## config.mk

```make
export PLATFORM = sky130hd
export DESIGN_NAME = hamming_sqrt_sequence_distance
export DESIGN_NICKNAME = d
export VERILOG_FILES = /design/src/rtl/core/hsd_pkg.sv /design/src/rtl/core/hsd_front.sv /design/src/rtl/core/hsd_queue.sv /design/src/rtl/core/hsd_back.sv /design/src/rtl/core/hamming_sqrt_sequence_distance.sv
export SDC_FILE = /design/constraint.sdc
export NUM_CORES = 1
export LEC_CHECK = 0
export ABC_CLOCK_PERIOD_IN_PS = 5000
export BUFFER_PORTS_ARGS = -buffer_cell sky130_fd_sc_hd__buf_2
export CORE_MARGIN = 3
export CORE_UTILIZATION = 61
export CTS_CLUSTER_DIAMETER = 150
export DETAILED_ROUTE_END_ITERATION = 8
export GPL_TIMING_DRIVEN = 0
export HOLD_SLACK_MARGIN = 0.06
export PLACE_DENSITY = 0.8
export SYNTH_ARGS = -nofsm -noshare
export SYNTH_HDL_FRONTEND = slang
export SYNTH_SLANG_ARGS = --single-unit
```

## constraint.sdc

```tcl
create_clock -name i_clk -period 5 [get_ports i_clk]
set_clock_uncertainty 0.1 [all_clocks]
set_input_delay 1.25 -clock i_clk [delete_from_list [all_inputs] [get_ports i_clk]]
set_output_delay 1.25 -clock i_clk [all_outputs]
set_load 0.05 [all_outputs]
```

## src/rtl/core/hsd_pkg.sv

```systemverilog
//==============================================================================
// hsd_pkg
// Shared constants and types for the sequence distance block.
//==============================================================================
`default_nettype none

package hsd_pkg;

    localparam int LEN_MAX     = 1024;
    localparam int SYMBOL_BITS = 16;

    // fixed field widths
    localparam int SYM_W  = 16;
    localparam int DIST_W = 22;
    localparam int MIS_W  = 11;
    localparam int LEN_W  = 11;

    localparam int IN_DATA_W  = 2 * SYM_W;
    localparam int OUT_RAW_W  = DIST_W + MIS_W + LEN_W;
    localparam int OUT_DATA_W = ((OUT_RAW_W + 7) / 8) * 8;

    localparam int CMP_BITS = (SYMBOL_BITS < SYM_W) ? SYMBOL_BITS : SYM_W;

    // counter width holds LEN_MAX itself
    localparam int CNT_W = $clog2(LEN_MAX + 1);

    // divider: numerator m * 2^32
    localparam int NUM_W = CNT_W + 32;
    // square root: radicand up to m * 2^33
    localparam int RAD_W  = 2 * ((CNT_W + 34) / 2);
    localparam int ROOT_W = RAD_W / 2;

    localparam int STEP_N = (NUM_W > ROOT_W) ? NUM_W : ROOT_W;
    localparam int STEP_W = $clog2(STEP_N + 1);

    localparam int Q_DEPTH = 2;
    localparam int Q_AW    = (Q_DEPTH > 1) ? $clog2(Q_DEPTH) : 1;

    typedef struct packed {
        logic             norm;
        logic             ovf;
        logic [CNT_W-1:0] len;
        logic [CNT_W-1:0] mis;
    } t_job;

endpackage

`default_nettype wire

```

## src/rtl/core/hsd_front.sv

```systemverilog
//==============================================================================
// hsd_front
// Accepts symbol pairs, keeps the running counts, posts a job on the last word.
//==============================================================================
`default_nettype none

module hsd_front import hsd_pkg::*; (
    input  wire logic                 i_clk,
    input  wire logic                 i_rst_n,
    input  wire logic                 i_cfg_valid,
    output logic                      o_cfg_ready,
    input  wire logic                 i_cfg_data,
    input  wire logic                 i_s_axis_tvalid,
    output logic                      o_s_axis_tready,
    input  wire logic [IN_DATA_W-1:0] i_s_axis_tdata,
    input  wire logic                 i_s_axis_tlast,
    output logic                      o_push_valid,
    output t_job                      o_push_job,
    input  wire logic                 i_push_ready
);

    logic             r_norm;
    logic [CNT_W-1:0] r_pos;
    logic [CNT_W-1:0] r_mis;
    logic             r_ovf;
    logic [CNT_W-1:0] n_pos;
    logic [CNT_W-1:0] n_mis;
    logic             n_ovf;
    logic             w_accept;
    logic             w_diff;

    assign o_cfg_ready     = 1'b1;
    assign o_s_axis_tready = i_push_ready;
    assign w_accept        = i_s_axis_tvalid && i_push_ready;
    assign w_diff = i_s_axis_tdata[CMP_BITS-1:0] != i_s_axis_tdata[SYM_W +: CMP_BITS];

    always_comb begin
        n_pos = r_pos;
        n_mis = r_mis;
        n_ovf = r_ovf;
        if (w_accept) begin
            if (r_pos < CNT_W'(LEN_MAX)) begin
                n_pos = r_pos + 1'b1;
                if (w_diff && (r_mis < CNT_W'(LEN_MAX))) begin
                    n_mis = r_mis + 1'b1;
                end
            end else begin
                n_ovf = 1'b1;
            end
        end
    end

    assign o_push_valid    = w_accept && i_s_axis_tlast;
    assign o_push_job.norm = r_norm;
    assign o_push_job.ovf  = n_ovf;
    assign o_push_job.len  = n_pos;
    assign o_push_job.mis  = n_mis;

    always_ff @(posedge i_clk) begin
        if (!i_rst_n) begin
            r_norm <= 1'b1;
            r_pos  <= '0;
            r_mis  <= '0;
            r_ovf  <= 1'b0;
        end else begin
            if (i_cfg_valid) begin
                r_norm <= i_cfg_data;
            end
            if (o_push_valid) begin
                r_pos <= '0;
                r_mis <= '0;
                r_ovf <= 1'b0;
            end else begin
                r_pos <= n_pos;
                r_mis <= n_mis;
                r_ovf <= n_ovf;
            end
        end
    end

endmodule

`default_nettype wire

```

## src/rtl/core/hsd_queue.sv

```systemverilog
//==============================================================================
// hsd_queue
// Short job queue between the counting front and the arithmetic back.
//==============================================================================
`default_nettype none

module hsd_queue import hsd_pkg::*; (
    input  wire logic i_clk,
    input  wire logic i_rst_n,
    input  wire logic i_push_valid,
    input  wire t_job i_push_job,
    output logic      o_push_ready,
    output logic      o_pop_valid,
    output t_job      o_pop_job,
    input  wire logic i_pop_ready
);

    t_job            r_slot [Q_DEPTH];
    logic [Q_AW-1:0] r_wr;
    logic [Q_AW-1:0] r_rd;
    logic [Q_AW:0]   r_cnt;
    logic            w_push;
    logic            w_pop;

    assign o_push_ready = r_cnt != (Q_AW+1)'(Q_DEPTH);
    assign o_pop_valid  = r_cnt != '0;
    assign o_pop_job    = r_slot[r_rd];
    assign w_push       = i_push_valid && o_push_ready;
    assign w_pop        = o_pop_valid && i_pop_ready;

    always_ff @(posedge i_clk) begin
        if (w_push) begin
            r_slot[r_wr] <= i_push_job;
        end
    end

    always_ff @(posedge i_clk) begin
        if (!i_rst_n) begin
            r_wr  <= '0;
            r_rd  <= '0;
            r_cnt <= '0;
        end else begin
            if (w_push) begin
                r_wr <= (r_wr == Q_AW'(Q_DEPTH - 1)) ? '0 : r_wr + 1'b1;
            end
            if (w_pop) begin
                r_rd <= (r_rd == Q_AW'(Q_DEPTH - 1)) ? '0 : r_rd + 1'b1;
            end
            case ({w_push, w_pop})
                2'b10:   r_cnt <= r_cnt + 1'b1;
                2'b01:   r_cnt <= r_cnt - 1'b1;
                default: r_cnt <= r_cnt;
            endcase
        end
    end

endmodule

`default_nettype wire

```

## src/rtl/core/hsd_back.sv

```systemverilog
//==============================================================================
// hsd_back
// Bit-serial divider and square root, followed by the result register.
//==============================================================================
`default_nettype none

module hsd_back import hsd_pkg::*; (
    input  wire logic                  i_clk,
    input  wire logic                  i_rst_n,
    input  wire logic                  i_pop_valid,
    input  wire t_job                  i_pop_job,
    output logic                       o_pop_ready,
    output logic                       o_m_axis_tvalid,
    input  wire logic                  i_m_axis_tready,
    output logic [OUT_DATA_W-1:0]      o_m_axis_tdata,  // distance_q16, mismatch_total, sequence_length
    output logic                       o_m_axis_tuser   // length_overflow
);

    localparam logic [1:0] ST_IDLE = 2'd0;
    localparam logic [1:0] ST_DIV  = 2'd1;
    localparam logic [1:0] ST_SQRT = 2'd2;
    localparam logic [1:0] ST_HOLD = 2'd3;

    logic [1:0]            r_state;
    logic [STEP_W-1:0]     r_step;
    logic [CNT_W-1:0]      r_mis;
    logic [CNT_W-1:0]      r_len;
    logic                  r_ovf;
    logic [NUM_W-1:0]      r_num;
    logic [NUM_W-1:0]      r_quo;
    logic [CNT_W-1:0]      r_drem;
    logic [RAD_W-1:0]      r_rad;
    logic [ROOT_W:0]       r_srem;
    logic [ROOT_W-1:0]     r_root;
    logic                  r_out_valid;
    logic [OUT_DATA_W-1:0] r_out_data;
    logic                  r_out_user;

    logic [CNT_W:0]        w_dtry;
    logic                  w_dge;
    logic [CNT_W:0]        w_ddiff;
    logic [NUM_W-1:0]      w_quo;
    logic [ROOT_W+2:0]     w_stry;
    logic [ROOT_W+2:0]     w_trial;
    logic                  w_sge;
    logic [ROOT_W+2:0]     w_sdiff;
    logic                  w_load_out;

    assign o_pop_ready = r_state == ST_IDLE;

    assign w_dtry  = {r_drem, r_num[NUM_W-1]};
    assign w_dge   = w_dtry >= {1'b0, r_len};
    assign w_ddiff = w_dtry - {1'b0, r_len};
    assign w_quo   = {r_quo[NUM_W-2:0], w_dge};

    assign w_stry  = {r_srem, r_rad[RAD_W-1 -: 2]};
    assign w_trial = {1'b0, r_root, 2'b01};
    assign w_sge   = w_stry >= w_trial;
    assign w_sdiff = w_stry - w_trial;

    assign w_load_out = (r_state == ST_HOLD) && (!r_out_valid || i_m_axis_tready);

    always_ff @(posedge i_clk) begin
        case (r_state)
            ST_IDLE: begin
                r_mis  <= i_pop_job.mis;
                r_len  <= i_pop_job.len;
                r_ovf  <= i_pop_job.ovf;
                r_num  <= {i_pop_job.mis, 32'b0};
                r_quo  <= '0;
                r_drem <= '0;
                r_rad  <= RAD_W'({i_pop_job.mis, 33'b0});
                r_srem <= '0;
                r_root <= '0;
            end
            ST_DIV: begin
                r_drem <= w_dge ? w_ddiff[CNT_W-1:0] : w_dtry[CNT_W-1:0];
                r_num  <= {r_num[NUM_W-2:0], 1'b0};
                r_quo  <= w_quo;
                r_rad  <= RAD_W'(w_quo);
            end
            ST_SQRT: begin
                r_srem <= w_sge ? w_sdiff[ROOT_W:0] : w_stry[ROOT_W:0];
                r_root <= {r_root[ROOT_W-2:0], w_sge};
                r_rad  <= {r_rad[RAD_W-3:0], 2'b00};
            end
            default: begin
                r_srem <= r_srem;
            end
        endcase
        if (w_load_out) begin
            r_out_data <= OUT_DATA_W'({LEN_W'(r_len), MIS_W'(r_mis), DIST_W'(r_root)});
            r_out_user <= r_ovf;
        end
    end

    always_ff @(posedge i_clk) begin
        if (!i_rst_n) begin
            r_state     <= ST_IDLE;
            r_step      <= '0;
            r_out_valid <= 1'b0;
        end else begin
            case (r_state)
                ST_IDLE: begin
                    if (i_pop_valid) begin
                        r_state <= i_pop_job.norm ? ST_DIV : ST_SQRT;
                        r_step  <= i_pop_job.norm ? STEP_W'(NUM_W - 1) : STEP_W'(ROOT_W - 1);
                    end
                end
                ST_DIV: begin
                    if (r_step == '0) begin
                        r_state <= ST_SQRT;
                        r_step  <= STEP_W'(ROOT_W - 1);
                    end else begin
                        r_step <= r_step - 1'b1;
                    end
                end
                ST_SQRT: begin
                    if (r_step == '0) begin
                        r_state <= ST_HOLD;
                    end else begin
                        r_step <= r_step - 1'b1;
                    end
                end
                ST_HOLD: begin
                    if (w_load_out) begin
                        r_state <= ST_IDLE;
                    end
                end
                default: r_state <= ST_IDLE;
            endcase
            if (w_load_out) begin
                r_out_valid <= 1'b1;
            end else if (i_m_axis_tready) begin
                r_out_valid <= 1'b0;
            end
        end
    end

    assign o_m_axis_tvalid = r_out_valid;
    assign o_m_axis_tdata  = r_out_data;
    assign o_m_axis_tuser  = r_out_user;

endmodule

`default_nettype wire

```

## src/rtl/core/hamming_sqrt_sequence_distance.sv

```systemverilog
//==============================================================================
// hamming_sqrt_sequence_distance
// Normalized Hamming / Euclidean distance of two aligned symbol streams.
//==============================================================================
// Input stream: one aligned symbol pair per word, symbol_a in tdata[15:0],
// symbol_b in tdata[31:16], tlast on the final position of the pair. Words
// that are not last are taken one per cycle while the job queue has room.
// Config channel: one bit, normalize_by_length (reset 1); always ready.
// Output stream: one word per pair, sent after the last input word.
// With normalization the result comes from a serial divide, one quotient bit
// per cycle, then a serial square root, one root bit per cycle; without it,
// only the serial square root runs, on the mismatch count times 2^33.
// A new pair is counted while the previous one is still in the divider or
// square root; two finished pairs can wait in the job queue, after which
// tready drops until the arithmetic unit takes the next job.
// Reset clears counters, queue and output valid and sets normalization on.
// A stalled output holds its word; the unit stops in its final step until the
// output register frees, and the input stalls once the queue is full.
//==============================================================================
`default_nettype none

module hamming_sqrt_sequence_distance import hsd_pkg::*; (
    input  wire logic                  i_clk,
    input  wire logic                  i_rst_n,
    input  wire logic                  i_cfg_valid,
    output logic                       o_cfg_ready,
    input  wire logic                  i_cfg_data,
    input  wire logic                  i_s_axis_tvalid,
    output logic                       o_s_axis_tready,
    input  wire logic [IN_DATA_W-1:0]  i_s_axis_tdata,   // symbol_a, symbol_b
    input  wire logic                  i_s_axis_tlast,
    output logic                       o_m_axis_tvalid,
    input  wire logic                  i_m_axis_tready,
    output logic [OUT_DATA_W-1:0]      o_m_axis_tdata,   // distance_q16, mismatch_total, sequence_length
    output logic                       o_m_axis_tuser    // length_overflow
);

    logic w_push_valid;
    t_job w_push_job;
    logic w_push_ready;
    logic w_pop_valid;
    t_job w_pop_job;
    logic w_pop_ready;

    hsd_front u_front (
        .i_clk           (i_clk),
        .i_rst_n         (i_rst_n),
        .i_cfg_valid     (i_cfg_valid),
        .o_cfg_ready     (o_cfg_ready),
        .i_cfg_data      (i_cfg_data),
        .i_s_axis_tvalid (i_s_axis_tvalid),
        .o_s_axis_tready (o_s_axis_tready),
        .i_s_axis_tdata  (i_s_axis_tdata),
        .i_s_axis_tlast  (i_s_axis_tlast),
        .o_push_valid    (w_push_valid),
        .o_push_job      (w_push_job),
        .i_push_ready    (w_push_ready)
    );

    hsd_queue u_queue (
        .i_clk        (i_clk),
        .i_rst_n      (i_rst_n),
        .i_push_valid (w_push_valid),
        .i_push_job   (w_push_job),
        .o_push_ready (w_push_ready),
        .o_pop_valid  (w_pop_valid),
        .o_pop_job    (w_pop_job),
        .i_pop_ready  (w_pop_ready)
    );

    hsd_back u_back (
        .i_clk           (i_clk),
        .i_rst_n         (i_rst_n),
        .i_pop_valid     (w_pop_valid),
        .i_pop_job       (w_pop_job),
        .o_pop_ready     (w_pop_ready),
        .o_m_axis_tvalid (o_m_axis_tvalid),
        .i_m_axis_tready (i_m_axis_tready),
        .o_m_axis_tdata  (o_m_axis_tdata),
        .o_m_axis_tuser  (o_m_axis_tuser)
    );

endmodule

`default_nettype wire

```

==> results.json, run 1 <==
{
  "outcome": "complete, no violations",
  "slowest_stage": "or2_4",
  "crit_required_ns": 5.08,
  "numCtsBuffers": 30,
  "syn_inst": 1095,
  "grt_pass1_wl_mm": 43.0,
  "grt_usage_pct": 22.0,
  "vias_per_cell": 5.73,
  "postCtsSetupRepairBufs": 0,
  "synthFlopType": "edfxtp_1",
  "power_w": 0.0101,
  "yosysMostFrequentCell": "edfxtp_1",
  "slew_viol_final": 0,
  "drc": 0,
  "cts_htree_levels": 1,
  "place_hpwl_mm": 18.0,
  "area_growth_pct": 13.4,
  "gp_congestion": 0.899,
  "p_leak_nw": 6.15,
  "multiInputGateArea_mm2": 0.00457,
  "root_buffer": "clkbuf_16",
  "max-clock-path-buffers": 3,
  "start_util_pct": 62.8,
  "yosys-top-cells-count": "edfxtp_1 (269), nor2_1 (105), a21oi_1 (94)",
  "peakVddDrop_v": 0.000399,
  "nets": 1302,
  "crit_path_end_kind": "register",
  "grt_pass1_vias": 8523,
  "clock_latency_ns": 0.56,
  "path_clk_slew_ns": 0.06,
  "vias": 8720,
  "core_region_area_mm2": 0.0220,
  "wirelength_mm": 26.9,
  "finalSetupViolations": 0,
  "clock-sinks": 307,
  "syn_area_mm2": 0.0138,
  "min_period_ns": 3.05,
  "cts_resized": 0,
  "critical_path.startpoint": "u_back.r_state[1]",
  "synth_edf_count": 269,
  "fmax_mhz": 327,
  "crit_type": "register to register",
  "hold_start": "u_back.r_mis[8]",
  "maxCapViolCount": 0,
  "ios": 91,
  "grt_overflow": 0,
  "fp-row-count": 54,
  "ys_types": 63,
  "synth_top_cell_by_area": "edfxtp_1",
  "synth.area.top_cells": "edfxtp_1 (58%), dfxtp_1 (5.5%), ha_1 (4.0%), a21oi_1 (3.4%), mux2_2 (2.8%)",
  "antenna_cells": 0,
  "crit_buf_inv": 4,
  "slew-limit-headroom_pct": 18.0,
  "drt_iter0_markers": 580,
  "ff_latch_area_mm2": 0.00884,
  "ys.warnings.count": 0,
  "cts_tree": "done",
  "die_area_mm2": 0.0245,
  "critPathTopFamily": "buffers and inverters",
  "cp_max_fo": 64,
  "fin_util_pct": 71.2,
  "synth_top_area_share_pct": 58.4,
  "crit_chain": "inv_1, ha_1, clkbuf_1, clkbuf_1, clkbuf_1, or2_4",
  "drive_gt1_share_pct": 16.7,
  "numPortBuffers": 85,
  "die_y_um": 157,
  "pwr_density_cell_mw_per_mm2": 645,
  "finalHoldViolations": 0,
  "post_drt_wl_per_cell_um": 17.7,
  "critPathLaunchType": "register",
  "ys_ff_latch": 307,
  "cpPeakStageDelay_ns": 0.83,
  "chipWidth_um": 157,
  "worstReg2RegStart": "u_back.r_state[1]",
  "finalCritPeriodShare_pct": 61.1,
  "antenna_left": 0,
  "crit_top_cell": "clkbuf_1",
  "grt_start_max_net_pins": 65,
  "crit_arrival_ns": 3.13,
  "drt_first_pass_iters": 5,
  "postCtsHoldBufs": 0,
  "rsz0062_at_grt": "no",
  "synth.avg_cell_area_um2": 12.6,
  "worst_pin_slew_ns": 1.23,
  "antenna_found_initial": 0,
  "hold_class": "register to register",
  "fill_cells": 1489,
  "ys_seq_area_share_pct": 63.9,
  "async_flop_share_pct": 0
}
==> path summary, 6_finish.rpt <==
check | end | slack, ns | cells after the start
hold / removal | u_back.o_m_axis_tdata[30] | 0.31 | 0
setup / recovery | u_back.r_quo[23] | 1.95 | 6
hold reg to reg | u_back.o_m_axis_tdata[30] | 0.31 | 0
setup reg to reg | u_back.r_quo[23] | 1.95 | 6
==> kinds of logic (layout without fill, tap and decap cells) <==
group	count (synthesis)	after routing	share of synthesized area (%)
simple gates	340	340	12.3
mux	53	53	4.15
xor+xnor	58	58	3.67
buf+inv	103	247	3.23
fa+ha+maj	45	45	4.13
compound gates	187	187	8.60
flops	307	307	63.9
other cells	2	5	0.0543
==> state kept, by name, summed over array words and instances, names as in the netlist, 2 cells and up, named ones only <==
| register | cells |
|---|---|
| u_back.r_state | 2 |
| u_queue.r_slot | 48 |
| u_back.r_drem | 11 |
| u_back.r_mis | 11 |
| u_back.r_num | 11 |
| u_back.o_m_axis_tdata | 44 |
| u_back.r_root | 22 |
| u_back.r_len | 11 |
| u_back.r_quo | 42 |
| u_front.r_mis | 11 |
| u_back.r_step | 6 |
| u_front.r_pos | 11 |
| u_back.r_srem | 23 |
| u_back.r_rad | 44 |
| u_queue.r_cnt | 2 |
==> cell type report <==
type	instances	area share, %
multi-input cells	688	29.1
clock inverters	20	1.31
well taps	280	2.23
plain buffers	49	1.56
repair buffers	88	3.06
clock buffers	36	5.06
flip-flops and latches	307	56.3
inverters	54	1.29
==> per-layer routing <==
layer | vias up | global-route usage, % | wire length [um]
met5 | - | 0 | 0
met4 | 0 | 6.13 | 542
met3 | 42 | 3.13 | 1880
met2 | 327 | 36.9 | 13100
met1 | 4167 | 30.4 | 11400
li1 | 4184 | - | -
==> stage by stage <==
step	TNS (ns)	instance area [um^2]	setup slack [ns]	hold WS, ns	instances
2_1_floorplan	0	13800	1.24	0.300	1098
3_3_place_gp	-10.71	14600	-0.243	0.300	1463
3_5_place_dp	0	14700	1.81	0.305	1466
4_1_cts	0	15700	1.80	0.318	1522
5_1_grt	0	15700	1.70	0.325	1522
6_report	0	15700	1.95	0.313	1522
==> where the power goes <==
part,internal [W],switching [W]
clock network,0.00129,0.000947
registers,0.00369,0.000259
logic,0.00146,0.00246
total,0.00644,0.00367
==> cells in the final DEF, fill, tap and decap left out, drive strengths merged, types with 6 or more instances in the layout <==
master,Yosys,layout
and2,52,52
clkinv,2,14
nand4,11,11
buf,15,103
dfxtp,38,38
nand3,20,20
o21a,9,9
nand2b,7,7
mux2,35,35
nor2,106,106
xnor2,26,26
a21oi,95,95
nor4,6,6
mux2i,18,18
clkbuf,34,70
and3,8,8
o21ai,28,28
inv,52,52
ha,44,44
nand3b,6,6
edfxtp,269,269
nor3,11,11
nand2,62,62
a21o,19,19
nor2b,40,40
xor2,32,32
Note: power is estimated with default switching activity, not from simulation.
==> run 2, diff against run 1 <==
Settings changed: ABC_CLOCK_PERIOD_IN_PS 5000 to 3100.
Clock period 5 ns to 3.1 ns, I/O delays scaled along.
==> run 2 against run 1 <==
Wire length increased by 1.7%. Flip-flop and latch count stayed put. Sequential power is 61% higher. Fmax grew 5.1%. Cell area grew 0.31%. Via count about the same. Critical path depth down 1. Largest cell class unchanged. Worst hold slack better by 0.0054 ns. Critical path type unchanged. Clock power increased by 70%. Sequential share of layout area decreased by 0.17 points.
==> results.json, run 2 (same netlist as run 1, synthesis figures left out) <==
{
  "outcome": "complete, no violations",
  "finalCritPeriodShare_pct": 93.7,
  "p_leak_nw": 6.18,
  "area_growth_pct": 13.8,
  "cts_tree": "done",
  "tns_ns": 0,
  "rsz0062_at_grt": "no",
  "numPortBuffers": 85,
  "place_ws_ns": -0.0702,
  "largest_reg_flops": 48,
  "grt_pass1_vias": 8703,
  "path_clk_slew_ns": 0.06,
  "slew_viol_final": 0,
  "nets": 1303,
  "chipWidth_um": 157,
  "antenna_found_initial": 1,
  "antenna_cells": 0,
  "critPathLaunchType": "register",
  "post_drt_wl_per_cell_um": 18.0,
  "core_region_area_mm2": 0.0220,
  "grt_usage_pct": 22.4,
  "min_period_ns": 2.90,
  "layout_common_cells": "edfxtp_1 (269), nor2_1 (103), a21oi_1 (94), buf_2 (88), nand2_1 (62)",
  "slew-limit-headroom_pct": 20.3,
  "ios": 91,
  "antenna_left": 0,
  "swShare_pct": 36.0,
  "start_util_pct": 62.8,
  "gp_congestion": 0.905,
  "drt_first_pass_iters": 5,
  "grt_start_max_net_pins": 65,
  "maxCapViolCount": 0,
  "clkPwrFrac_pct": 23.0,
  "worst_pin_slew_ns": 1.20,
  "pwr-share-seq_pct": 38.5,
  "power_w": 0.0165,
  "drc": 0,
  "crit_arrival_ns": 2.97,
  "mostFrequentLayoutCell": "edfxtp_1",
  "wirelength_mm": 27.3,
  "peakVddDrop_v": 0.000576,
  "p_int_w": 0.0106,
  "pwr_density_cell_mw_per_mm2": 1050,
  "max-clock-path-buffers": 3,
  "p_comb_share_pct": 38.6,
  "fmax_mhz": 344,
  "die_y_um": 157,
  "fin_util_pct": 71.4,
  "clock-sinks": 307,
  "worst_slack_ns": 0.195,
  "postCtsHoldBufs": 0,
  "vias": 8722,
  "grt_overflow": 0,
  "vias_per_cell": 5.73,
  "finalSetupViolations": 0,
  "top_register": "u_queue.r_slot",
  "postCtsSetupRepairBufs": 0,
  "fp-row-count": 54,
  "cts_htree_levels": 1,
  "cp_max_fo": 45,
  "place_hpwl_mm": 18.1,
  "grt_pass1_wl_mm": 44.0,
  "clock_latency_ns": 0.55,
  "crit_path_end_kind": "register",
  "switchingPower_w": 0.00595,
  "crit_type": "register to register",
  "root_buffer": "clkbuf_16",
  "drive_gt1_share_pct": 16.3,
  "finalHoldViolations": 0,
  "hold_class": "register to register",
  "crit_required_ns": 3.17,
  "drt_iter0_markers": 654,
  "die_area_mm2": 0.0245,
  "numCtsBuffers": 30,
  "hold_ws_ns": 0.319
}
-- run 2: routing by layer --
| metal | global-route usage, % | vias up | share of wire (%) |
|---|---|---|---|
| li1 | - | 4170 | - |
| met4 | 5.21 | 2 | 1.7 |
| met1 | 30.9 | 4211 | 43 |
| met3 | 3.32 | 41 | 6.3 |
| met2 | 38.1 | 298 | 49 |
| met5 | 0 | - | 0.048 |
-- run 2: path summary, 6_finish.rpt --
| kind | startpoint | to | slack (ns) | depth (start not counted) |
|---|---|---|---|---|
| worst max register to register | u_back.r_state[0] | u_back.r_root[7] | 0.20 | 5 |
| worst min register to register | u_back.r_mis[5] | u_back.o_m_axis_tdata[27] | 0.32 | 0 |
| worst min-delay path | u_back.r_mis[5] | u_back.o_m_axis_tdata[27] | 0.32 | 0 |
| worst max-delay path | u_back.r_state[0] | u_back.r_root[7] | 0.20 | 5 |
-- run 2: cell type report --
| class | count | area (um^2) |
|---|---|---|
| Inverter | 54 | 203 |
| Multi-Input combinational cell | 689 | 4580 |
| Fill cell | 1468 | 6290 |
| Clock inverter | 17 | 216 |
| Tap cell | 280 | 350 |
| Buffer | 49 | 244 |
| Timing Repair Buffer | 88 | 480 |
| Sequential cell | 307 | 8840 |
| Clock buffer | 38 | 822 |
-- run 2: power groups by stage --
stage	logic, W	clock network (W)	registers, W
2_1_floorplan	0.00475	0	0.00639
3_3_place_gp	0.00609	0	0.00641
3_5_place_dp	0.00627	0	0.00644
4_1_cts	0.00635	0.00386	0.00637
5_1_grt	0.00705	0.00401	0.00646
6_report	0.00638	0.00380	0.00637
-- run 2: per-stage QoR --
stage	cells	instance area, um^2
floorplan	1098	13800
global placement	1463	14600
detailed placement	1466	14700
CTS	1521	15700
global route	1522	15700
finish	1522	15700
-- run 2: what timing repair did --
action,4_1_cts,5_1_grt
resized for setup,1,1
endpoints found under the setup margin,45,64
cloned,0,1
-- run 2: worst max-delay path: stages (launching register included) --
cell,delay [ns]
dfxtp_1,0.33
inv_1,0.13
ha_1,0.16
clkbuf_1,0.34
clkbuf_1,0.48
or2_2,0.97
